==> src/rtl/core/h264nf_pkg.sv <==
// Package for the H.264 Annex B unit filter: payload types, burst record and constants.
package h264nf_pkg;

   localparam int ByteW = 8;
   localparam int TypeW = 5;
   localparam int MaskW = 32;
   localparam int ZeroCntW = 3;

   localparam logic [MaskW-1:0] DropMaskReset = 32'h0000_1240;
   localparam logic PpsNeedsSpsReset = 1'b1;

   localparam logic [TypeW-1:0] NalSps = 5'd7;
   localparam logic [TypeW-1:0] NalPps = 5'd8;

   localparam logic [ByteW-1:0] ByteZero = 8'h00;
   localparam logic [ByteW-1:0] ByteOne  = 8'h01;

   typedef enum logic {
      CSR_DROP_TYPE_MASK = 1'b0,
      CSR_PPS_NEEDS_SPS  = 1'b1
   } csr_index_type;

   typedef enum logic [1:0] {
      PH_SEARCH = 2'd0,
      PH_UNIT   = 2'd1,
      PH_HEADER = 2'd2
   } phase_type;

   typedef struct packed {
      logic [ByteW-1:0] in_byte;
      logic             frame_last;
   } req_type;

   typedef struct packed {
      logic [ByteW-1:0] out_byte;
      logic             has_byte;
      logic             run_last;
      logic             frame_end;
      logic             frame_empty;
   } rsp_type;

   // Results of one request: some zeros, then an optional 01, then an optional
   // final byte, or a single byteless result that only marks the frame end.
   typedef struct packed {
      logic                load;
      logic [ZeroCntW-1:0] zeros;
      logic                one;
      logic                tail;
      logic [ByteW-1:0]    tail_byte;
      logic                blank;
      logic                frame_end;
      logic                frame_empty;
   } burst_type;

endpackage

==> src/rtl/core/h264_nal_unit_filter_top.sv <==
// Top level of the H.264 Annex B unit filter.
//
// One frame byte enters per request on req_*, with frame_last on the final
// byte of the frame. The filter finds start codes, removes unwanted units and
// sends the kept stream on rsp_*, at most one byte per result. The csr_* port sets the
// drop type mask (index 0) and the PPS-needs-SPS rule (index 1); write it only
// while the block is idle.
// A request takes effect in the cycle it is accepted; its first result shows
// on rsp_* in the next cycle. A request gives zero to five results, sent one
// per cycle from a single result register while the receiver takes them. A
// request is taken every cycle while each gives at most one result and the
// receiver takes it; one that gives more holds req_ready low as the register
// drains, until its last result is taken. Requests that give no result pass
// without a gap. The frame end always gives a result, with has_byte low when
// no byte came out in that request. Reset clears the parse state and loads the
// register defaults. When the receiver stalls, the current result holds and
// req_ready stays low until the last result of the held burst is taken.
module h264_nal_unit_filter_top
   import h264nf_pkg::*;
(
   input  logic             clock,
   input  logic             reset,
   input  logic             req_valid,
   output logic             req_ready,
   input  req_type          req_data,
   output logic             rsp_valid,
   input  logic             rsp_ready,
   output rsp_type          rsp_data,
   input  logic             csr_we,
   input  logic             csr_index,
   input  logic [MaskW-1:0] csr_wdata
);

   burst_type burst;
   logic      req_accept;

   assign req_accept = req_valid && req_ready;

   h264nf_parse u_parse (
      .clock      (clock),
      .reset      (reset),
      .csr_we     (csr_we),
      .csr_index  (csr_index),
      .csr_wdata  (csr_wdata),
      .req_accept (req_accept),
      .req_data   (req_data),
      .burst      (burst)
   );

   h264nf_serial u_serial (
      .clock     (clock),
      .reset     (reset),
      .burst     (burst),
      .free      (req_ready),
      .rsp_valid (rsp_valid),
      .rsp_ready (rsp_ready),
      .rsp_data  (rsp_data)
   );

endmodule

==> src/rtl/core/h264nf_parse.sv <==
// Start code parser and unit filter: per-request state update and result burst build.
module h264nf_parse
   import h264nf_pkg::*;
(
   input  logic              clock,
   input  logic              reset,
   input  logic              csr_we,
   input  logic              csr_index,
   input  logic [MaskW-1:0]  csr_wdata,
   input  logic              req_accept,
   input  req_type           req_data,
   output burst_type         burst
);

   logic [MaskW-1:0]    drop_mask_ff;
   logic                pps_needs_sps_ff;

   phase_type           phase_ff, phase_in;
   logic [1:0]          pz_ff, pz_in;
   logic                long_ff, long_in;
   logic                keep_ff, keep_in;
   logic                sps_ff, sps_in;
   logic                any_ff, any_in;

   logic [TypeW-1:0]    hdr_type;
   logic                hdr_keep;
   logic                is_zero;
   logic                start_hit;
   logic [ZeroCntW-1:0] nz;
   logic                one;
   logic                tail;
   logic                has_bytes;

   always_ff @(posedge clock) begin
      if (reset) begin
         drop_mask_ff     <= DropMaskReset;
         pps_needs_sps_ff <= PpsNeedsSpsReset;
      end else if (csr_we) begin
         unique case (csr_index_type'(csr_index))
            CSR_DROP_TYPE_MASK: drop_mask_ff     <= csr_wdata;
            CSR_PPS_NEEDS_SPS:  pps_needs_sps_ff <= csr_wdata[0];
            default: ;
         endcase
      end
   end

   always_ff @(posedge clock) begin
      if (reset) begin
         phase_ff <= PH_SEARCH;
         pz_ff    <= '0;
         long_ff  <= 1'b0;
         keep_ff  <= 1'b0;
         sps_ff   <= 1'b0;
         any_ff   <= 1'b0;
      end else if (req_accept) begin
         phase_ff <= phase_in;
         pz_ff    <= pz_in;
         long_ff  <= long_in;
         keep_ff  <= keep_in;
         sps_ff   <= sps_in;
         any_ff   <= any_in;
      end
   end

   assign hdr_type  = req_data.in_byte[TypeW-1:0];
   assign hdr_keep  = !drop_mask_ff[hdr_type] &&
                      !(hdr_type == NalPps && pps_needs_sps_ff && !sps_ff);
   assign is_zero   = (req_data.in_byte == ByteZero);
   // Two or more held zeros followed by 01 complete a start code.
   assign start_hit = (req_data.in_byte == ByteOne) && pz_ff[1];

   always_comb begin
      phase_in = phase_ff;
      pz_in    = pz_ff;
      long_in  = long_ff;
      keep_in  = keep_ff;
      sps_in   = sps_ff;
      nz       = '0;
      one      = 1'b0;
      tail     = 1'b0;

      unique case (phase_ff)
         PH_HEADER: begin
            if (hdr_type == NalSps) begin
               sps_in = 1'b1;
            end
            if (hdr_keep) begin
               nz   = long_ff ? ZeroCntW'(3) : ZeroCntW'(2);
               one  = 1'b1;
               tail = 1'b1;
            end
            keep_in  = hdr_keep;
            phase_in = PH_UNIT;
            pz_in    = '0;
         end
         PH_UNIT: begin
            if (is_zero) begin
               // A fourth zero in a row pushes the oldest one out as unit data.
               if (pz_ff == 2'd3) begin
                  nz = keep_ff ? ZeroCntW'(1) : '0;
               end else begin
                  pz_in = pz_ff + 2'd1;
               end
            end else if (start_hit) begin
               long_in  = (pz_ff == 2'd3);
               pz_in    = '0;
               phase_in = PH_HEADER;
            end else begin
               if (keep_ff) begin
                  nz   = ZeroCntW'(pz_ff);
                  tail = 1'b1;
               end
               pz_in = '0;
            end
         end
         default: begin
            if (is_zero) begin
               if (pz_ff != 2'd3) begin
                  pz_in = pz_ff + 2'd1;
               end
            end else if (start_hit) begin
               long_in  = (pz_ff == 2'd3);
               pz_in    = '0;
               phase_in = PH_HEADER;
            end else begin
               pz_in = '0;
            end
         end
      endcase

      // Zeros still held at frame end belong to the open unit.
      if (req_data.frame_last && phase_in == PH_UNIT && keep_in) begin
         nz = nz + ZeroCntW'(pz_in);
      end

      has_bytes = (nz != '0) || one || tail;
      any_in    = any_ff || has_bytes;

      burst.load        = req_accept && (has_bytes || req_data.frame_last);
      burst.zeros       = nz;
      burst.one         = one;
      burst.tail        = tail;
      burst.tail_byte   = req_data.in_byte;
      burst.blank       = !has_bytes;
      burst.frame_end   = req_data.frame_last;
      burst.frame_empty = !any_in;

      if (req_data.frame_last) begin
         phase_in = PH_SEARCH;
         pz_in    = '0;
         long_in  = 1'b0;
         keep_in  = 1'b0;
         sps_in   = 1'b0;
         any_in   = 1'b0;
      end
   end

endmodule

==> src/rtl/core/h264nf_serial.sv <==
// Result register that holds one request's burst and sends it out one result per cycle while rsp_ready is high.
module h264nf_serial
   import h264nf_pkg::*;
(
   input  logic      clock,
   input  logic      reset,
   input  burst_type burst,
   output logic      free,
   output logic      rsp_valid,
   input  logic      rsp_ready,
   output rsp_type   rsp_data
);

   logic                busy_ff, busy_in;
   logic [ZeroCntW-1:0] zeros_ff, zeros_in;
   logic                one_ff, one_in;
   logic                tail_ff, tail_in;
   logic [ByteW-1:0]    tail_byte_ff, tail_byte_in;
   logic                blank_ff, blank_in;
   logic                frame_end_ff, frame_end_in;
   logic                frame_empty_ff, frame_empty_in;

   logic [ZeroCntW-1:0] remaining;
   logic                final_one;
   logic                take;

   assign remaining = zeros_ff + ZeroCntW'(one_ff) + ZeroCntW'(tail_ff) + ZeroCntW'(blank_ff);
   assign final_one = (remaining == ZeroCntW'(1));
   assign take      = busy_ff && rsp_ready;
   assign free      = !busy_ff || (take && final_one);
   assign rsp_valid = busy_ff;

   always_comb begin
      rsp_data.has_byte = 1'b1;
      if (zeros_ff != '0) begin
         rsp_data.out_byte = ByteZero;
      end else if (one_ff) begin
         rsp_data.out_byte = ByteOne;
      end else if (tail_ff) begin
         rsp_data.out_byte = tail_byte_ff;
      end else begin
         rsp_data.out_byte = ByteZero;
         rsp_data.has_byte = 1'b0;
      end
      rsp_data.run_last    = final_one;
      rsp_data.frame_end   = final_one && frame_end_ff;
      rsp_data.frame_empty = final_one && frame_end_ff && frame_empty_ff;
   end

   always_comb begin
      busy_in        = busy_ff;
      zeros_in       = zeros_ff;
      one_in         = one_ff;
      tail_in        = tail_ff;
      tail_byte_in   = tail_byte_ff;
      blank_in       = blank_ff;
      frame_end_in   = frame_end_ff;
      frame_empty_in = frame_empty_ff;

      if (take) begin
         if (zeros_ff != '0) begin
            zeros_in = zeros_ff - ZeroCntW'(1);
         end else if (one_ff) begin
            one_in = 1'b0;
         end else if (tail_ff) begin
            tail_in = 1'b0;
         end else begin
            blank_in = 1'b0;
         end
         if (final_one) begin
            busy_in = 1'b0;
         end
      end

      // A new burst is only loaded when the held one is gone or leaving now.
      if (burst.load) begin
         busy_in        = 1'b1;
         zeros_in       = burst.zeros;
         one_in         = burst.one;
         tail_in        = burst.tail;
         tail_byte_in   = burst.tail_byte;
         blank_in       = burst.blank;
         frame_end_in   = burst.frame_end;
         frame_empty_in = burst.frame_empty;
      end
   end

   always_ff @(posedge clock) begin
      if (reset) begin
         busy_ff  <= 1'b0;
         zeros_ff <= '0;
         one_ff   <= 1'b0;
         tail_ff  <= 1'b0;
         blank_ff <= 1'b0;
      end else begin
         busy_ff  <= busy_in;
         zeros_ff <= zeros_in;
         one_ff   <= one_in;
         tail_ff  <= tail_in;
         blank_ff <= blank_in;
      end
   end

   always_ff @(posedge clock) begin
      tail_byte_ff   <= tail_byte_in;
      frame_end_ff   <= frame_end_in;
      frame_empty_ff <= frame_empty_in;
   end

endmodule

==> config.mk <==
export PLATFORM = sky130hd
export DESIGN_NAME = h264_nal_unit_filter_top
export DESIGN_NICKNAME = d
export VERILOG_FILES = /design/src/rtl/core/h264nf_pkg.sv /design/src/rtl/core/h264_nal_unit_filter_top.sv /design/src/rtl/core/h264nf_parse.sv /design/src/rtl/core/h264nf_serial.sv
export SDC_FILE = /design/constraint.sdc
export NUM_CORES = 1
export LEC_CHECK = 0
export ABC_AREA = 1
export BUFFER_PORTS_ARGS = -buffer_cell sky130_fd_sc_hd__buf_2
export CAP_MARGIN = 15
export CORE_AREA = 4 4 96 120
export CTS_CLUSTER_SIZE = 16
export DETAILED_ROUTE_END_ITERATION = 12
export DIE_AREA = 0 0 100 124
export PLACE_DENSITY = 0.49
export SLEW_MARGIN = 20
export SYNTH_ARGS = -nofsm -noshare
export SYNTH_HDL_FRONTEND = slang
export SYNTH_SLANG_ARGS = --single-unit
==> constraint.sdc <==
create_clock -name clock -period 4.5 [get_ports clock]
set_clock_uncertainty 0.2 [all_clocks]
set_input_delay 0 -clock clock [delete_from_list [all_inputs] [get_ports clock]]
set_output_delay 0 -clock clock [all_outputs]
set_load 0.02 [all_outputs]
=== Word-level counts from Yosys, hierarchy flattened ===
Index checks and enable logic that the tools add are counted.

* Logic and storage cells: 140
* Register bits: 58
* Bits of input ports: 47
* Output and inout bits: 14

* Bitwise logic cells: 1
* Reductions and logical operators: 41
* Magnitude comparators: 1
* Mux-type cells: 61
* Add/sub/neg operators: 6
* Eq/ne operators: 14

{| class="wikitable"
|+ Operators by type and width
! operator !! count
|-
| 1-bit two-way mux || 36
|-
| 3-bit two-way mux || 8
|-
| 8-bit two-way mux || 3
|-
| 2-bit two-way mux || 10
|-
| 1-bit logical AND || 12
|-
| 2-bit != test (second input constant) || 6
|-
| 2-bit nonzero test || 6
|-
| 2-bit AND reduction || 5
|-
| 3-bit by 1-bit adder with 3-bit output || 3
|-
| 8-bit by 1-bit equality test with 1-bit output (second input constant) || 1
|-
| 8-bit logical NOT || 1
|-
| 4-bit AND reduction || 2
|-
| 1-bit logical NOT || 6
|-
| 5-bit by 6-bit < comparator with 1-bit output (second input constant) || 1
|-
| 3-bit one-hot mux with 2 select lines || 1
|-
| 3-bit AND reduction || 2
|-
| 3-bit nonzero test || 2
|-
| 1-bit binary-select mux with 5-bit select || 1
|-
| 5-bit by 3-bit equality test with 1-bit output (second input constant) || 1
|-
| 5-bit by 4-bit equality test with 1-bit output (second input constant) || 1
|-
| 1-bit logical OR || 5
|-
| 2-bit by 1-bit equality test with 1-bit output (second input constant) || 2
|-
| 2-bit equality test (second input constant) || 2
|-
| 2-bit one-hot mux with 2 select lines || 1
|-
| other kinds (6) || 6
|}

=== Logic depth before layout (Yosys ltp) ===
* Depth in word-level cells: 16
* Depth in mapped cells: 24
* Gate-level depth less buffers: 22

=== By module ===
Synthesis repeated with hierarchy kept, for this count alone.

* Cells, all modules: 452
* Area, all modules: 3,194.3 um^2

{| class="wikitable"
|+ Modules (own cells, without submodules)
! module !! times used !! cells each !! area each (um^2) !! seq. area each (um^2)
|-
| h264nf_parse || 1 || 350 || 2,309.7 || 820.8
|-
| h264nf_serial || 1 || 100 || 877.1 || 440.4
|-
| h264_nal_unit_filter_top || 1 || 2 || 7.5 || 0.0
|}

=== Least setup slack after synthesis ===
Ideal clock, no wire load.

* Path kind: flip-flop to flip-flop
* Start point: reg u_serial.tail_ff
* End point: reg u_serial.frame_empty_ff (enable)
* Required time: 3,981 ps
* Buffers on the path: 0
* Arrival time: 2,995 ps
* Setup slack: 986 ps
* Setup time: 319 ps
* Cell stages (with the launch flop): 11
* Clock period less this slack: 3,514 ps
* Cells stage by stage: dfxtp_1 > fa_1 > ha_1 > fa_1 > nor4_2 > inv_1 > o21ai_1 > nand2_1 > inv_1 > nand2_4 > nand2_2

{| class="wikitable"
|+ RTL lines
! element !! line !! source
|-
| start: declaration || h264nf_serial.sv:17 || <nowiki>logic tail_ff, tail_in;</nowiki>
|-
| start signal: assignment || h264nf_serial.sv:99 || <nowiki>tail_ff <= tail_in;</nowiki>
|-
| end signal: assignment || h264nf_serial.sv:107 || <nowiki>frame_empty_ff <= frame_empty_in;</nowiki>
|-
| end: declaration || h264nf_serial.sv:21 || <nowiki>logic frame_empty_ff, frame_empty_in;</nowiki>
|}

=== Worst setup path after layout ===
* Start point: reg u_serial.tail_ff
* End point: reg u_parse.keep_ff

* Word-level cells in the longest chain between the ends: 6

{| class="wikitable"
|+ RTL lines
! element !! line !! source
|-
| 3-bit by 1-bit adder with 3-bit output (2 in series) || h264nf_serial.sv:27 || <nowiki>assign remaining = zeros_ff + ZeroCntW'(one_ff) + ZeroCntW'(tail_ff) + ZeroCntW'(blank_ff);</nowiki>
|-
| 3-bit by 1-bit equality test with 1-bit output || h264nf_serial.sv:28 || <nowiki>assign final_one = (remaining == ZeroCntW'(1));</nowiki>
|-
| 1-bit logical AND || h264nf_serial.sv:30 || <nowiki>assign free = !busy_ff || (take && final_one);</nowiki>
|-
| 1-bit logical OR || h264nf_serial.sv:30 ||
|-
| 1-bit logical AND || h264_nal_unit_filter_top.sv:37 || <nowiki>assign req_accept = req_valid && req_ready;</nowiki>
|-
| end signal: assignment || h264nf_parse.sv:59 || <nowiki>keep_ff <= keep_in;</nowiki>
|-
| end: declaration || h264nf_parse.sv:21 || <nowiki>logic keep_ff, keep_in;</nowiki>
|}

No other way between the ends.
A chain may end at the register's enable or synchronous reset.

==> metrics <==
Syn Area/Cell 6.96 um2; core area 0.0105 mm2; Gate Count Post-Synth 440; maximum vdd ir drop 0.255 mV; Mapped Area 0.00306 mm2; Netlist cell types 34; cell family with most CP delay adder cells; Fmax 0.263 GHz; iteration-0 DRC count of the detailed router 75; standard-cell row count 42; Via Count 3053; initial antenna violation count 0; Buf/Inv on CP 3; Resize count post-CTS 0; Detail Route Antenna Nets 0; Final Util 40.4%; Port Buffer Count 60; Worst path slowest cell dlygate4sd3_1; htree depth 3; Slew @ Worst Pin 966 ps; max cap viols 0; sequential share of the synthesized area 41.2%; final wirelength 8330 um; syn_nets 496; crit-path max FO 8; Die ar. 0.0124 mm2; layout net count 603; Required @ worst endpoint 4570 ps; clock-pin slew on the worst setup and hold paths 50 ps; Worst path max stage delay 550 ps; fin crit period 3810 ps; Max-slew headroom 35.2%; min-delay worst type primary input to register; Final Hold Fails 0; worst-skew pair later-pin latency 330 ps; leak pwr 2.09 nW; Die H 124 um; Setup WS pre-CTS 918 ps; layout cells sized above 1 16.3%; period utilization 84.7%; Num CTS Buffers 9; Startpoint Class register; DRC viols 0; largest net degree at the start of global routing 42; PwrDens 334 mW/mm2; die width 100 um; synth-to-layout area growth 38.0%; routed len/inst 12.2 um; setup TNS 0 ps; Yosys warnings 0; Starting Density 29.3%; routed vias/inst 4.46; RSZ-0062 raised after global routing false; grt ovf 0; drt pass-1 iters 4; clk root buf clkbuf_16; post-synthesis register bit count 58; # Post-CTS Setup Buffers 0; RePlAce Congestion 0.808; CTS sink count 58; CP Cell Sequence fa_1 -> ha_1 -> fa_1 -> inv_1 -> nor2_1 -> nor4_2 -> inv_1 -> o21ai_1 -> nand2_1 -> nor2_1 -> nand2_1 -> a21oi_1 -> dlygate4sd3_1; first-pass GRT wire length 13800 um; vias in the first global route 2981; I/O pin count 61; total track usage 14.1%; fillcell total 1116; Worst Path Class, Setup register to register; R2R setup slack 690 ps; # diodes 0; final worst slack 691 ps; outcome completed; Worst Setup End Kind register; CP arrival 3880 ps; CTS tree yes; Clock Tree Buf Depth 2; HPWL Detailed 5970 um; Pins Over Slew Limit 0; final setup vio count 0
-- through the flow --
stage | std cells | total power [mW] | instance area (um2) | hold WS [ps]
4_1_cts | 684 | 1.43 | 4220 | 1.82
3_5_place_dp | 619 | 0.773 | 3460 | -1.56
6_report | 684 | 1.41 | 4220 | 13.9
3_3_place_gp | 619 | 0.771 | 3460 | -1.82
2_1_floorplan | 440 | 0.710 | 3060 | -131
5_1_grt | 684 | 1.48 | 4220 | 62.4
-- state kept, by name (all words and copies together) (netlist names), 2 cells and up --
name	flops
u_parse.drop_mask_ff	32
u_parse.phase_ff	2
u_parse.pz_ff	2
u_serial.tail_byte_ff	8
u_serial.zeros_ff	3
-- placed cells by master (no fill, tap or decap), types with 9 or more instances in the layout --
master / instances
dfxtp_1: 48
nor2_1: 69
nand2_1: 114
inv_1: 58
dlygate4sd3_1: 49
buf_2: 60
a21oi_1: 22
edfxtp_1: 10
clkbuf_16: 9
nand3_1: 25
o21ai_0: 33
-- metal layers --
metal / vias to the layer above / global-route usage (%) / wire length, um
met5: - / 0 / 0
met4: 0 / 5.56 / 135
met3: 12 / 2.86 / 368
met2: 60 / 25.5 / 4290
met1: 1374 / 16.1 / 3530
li1: 1607 / - / -
-- cell type report --
cell class | count | area [um2] | area share [%]
Inverter | 62 | 235 | 5.57
Timing Repair Buffer | 111 | 806 | 19.1
Tap cell | 132 | 165 | 3.91
Clock buffer | 11 | 243 | 5.75
Sequential cell | 58 | 1260 | 29.9
Clock inverter | 5 | 30.0 | 0.711
Multi-Input combinational cell | 305 | 1480 | 35.1
-- path summary, 6_finish.rpt --
check                                 from                        to  cells after the start
setup / recovery          u_serial.tail_ff           u_parse.keep_ff                     13
hold / removal                   csr_index  u_parse.drop_mask_ff[12]                      5
hold reg to reg   u_parse.drop_mask_ff[22]  u_parse.drop_mask_ff[22]                      2
setup reg to reg          u_serial.tail_ff           u_parse.keep_ff                     13
-- tightest hold or removal path: cells and delay by family --
kind                   cells  cell delay (ps)
buffers and inverters      2              290
AND/OR/NAND/NOR            3              190
-- synth_stat cells --
cell type | n | share of area (%)
xor2_1 | 1 | 0.29
buf_2 | 1 | 0.16
o31ai_1 | 2 | 0.49
a21oi_1 | 22 | 3.6
o21bai_4 | 1 | 0.61
nand2_4 | 2 | 0.74
a211oi_1 | 1 | 0.25
buf_6 | 2 | 0.74
fa_1 | 3 | 2.0
o211ai_1 | 1 | 0.25
nor2_1 | 69 | 8.5
buf_4 | 2 | 0.49
mux2i_1 | 1 | 0.33
clkbuf_1 | 10 | 1.2
nand3_1 | 25 | 4.1
ha_1 | 6 | 2.5
dfxtp_1 | 48 | 31
inv_1 | 59 | 7.2
clkinv_1 | 2 | 0.25
nand3_2 | 2 | 0.65
nor4_1 | 2 | 0.41
nand3b_1 | 2 | 0.49
nand4_1 | 3 | 0.61
nor3_1 | 1 | 0.16
o21ai_0 | 33 | 5.4
nor4_2 | 1 | 0.41
edfxtp_1 | 10 | 9.8
and3_1 | 2 | 0.41
o21ai_1 | 1 | 0.16
nand2_1 | 114 | 14
o21ai_2 | 1 | 0.29
a22oi_1 | 4 | 0.98
nand2_2 | 5 | 1.0
inv_4 | 1 | 0.20
-- logic make-up after synthesis --
group                      synth area share, %
xor gates and xnor gates                 0.286
DFF                                       41.2
buffers and inverters                     10.3
AOI/OAI and AO/OA                         12.0
and+or+nand+nor                           31.4
adders and majority gates                 4.42
muxes                                    0.327
-- where the power goes --
group	total [mW]	switching (mW)	internal [mW]
clock	0.618	0.234	0.384
combinational	0.222	0.129	0.0931
sequential	0.571	0.0128	0.558
-- timing repair --
item | in CTS | in global routing
endpoints found under the hold margin | 48 | 0
endpoints found under the setup margin | 0 | 0
hold buffers | 49 | 0
Note: power is estimated with default switching activity, not from simulation.
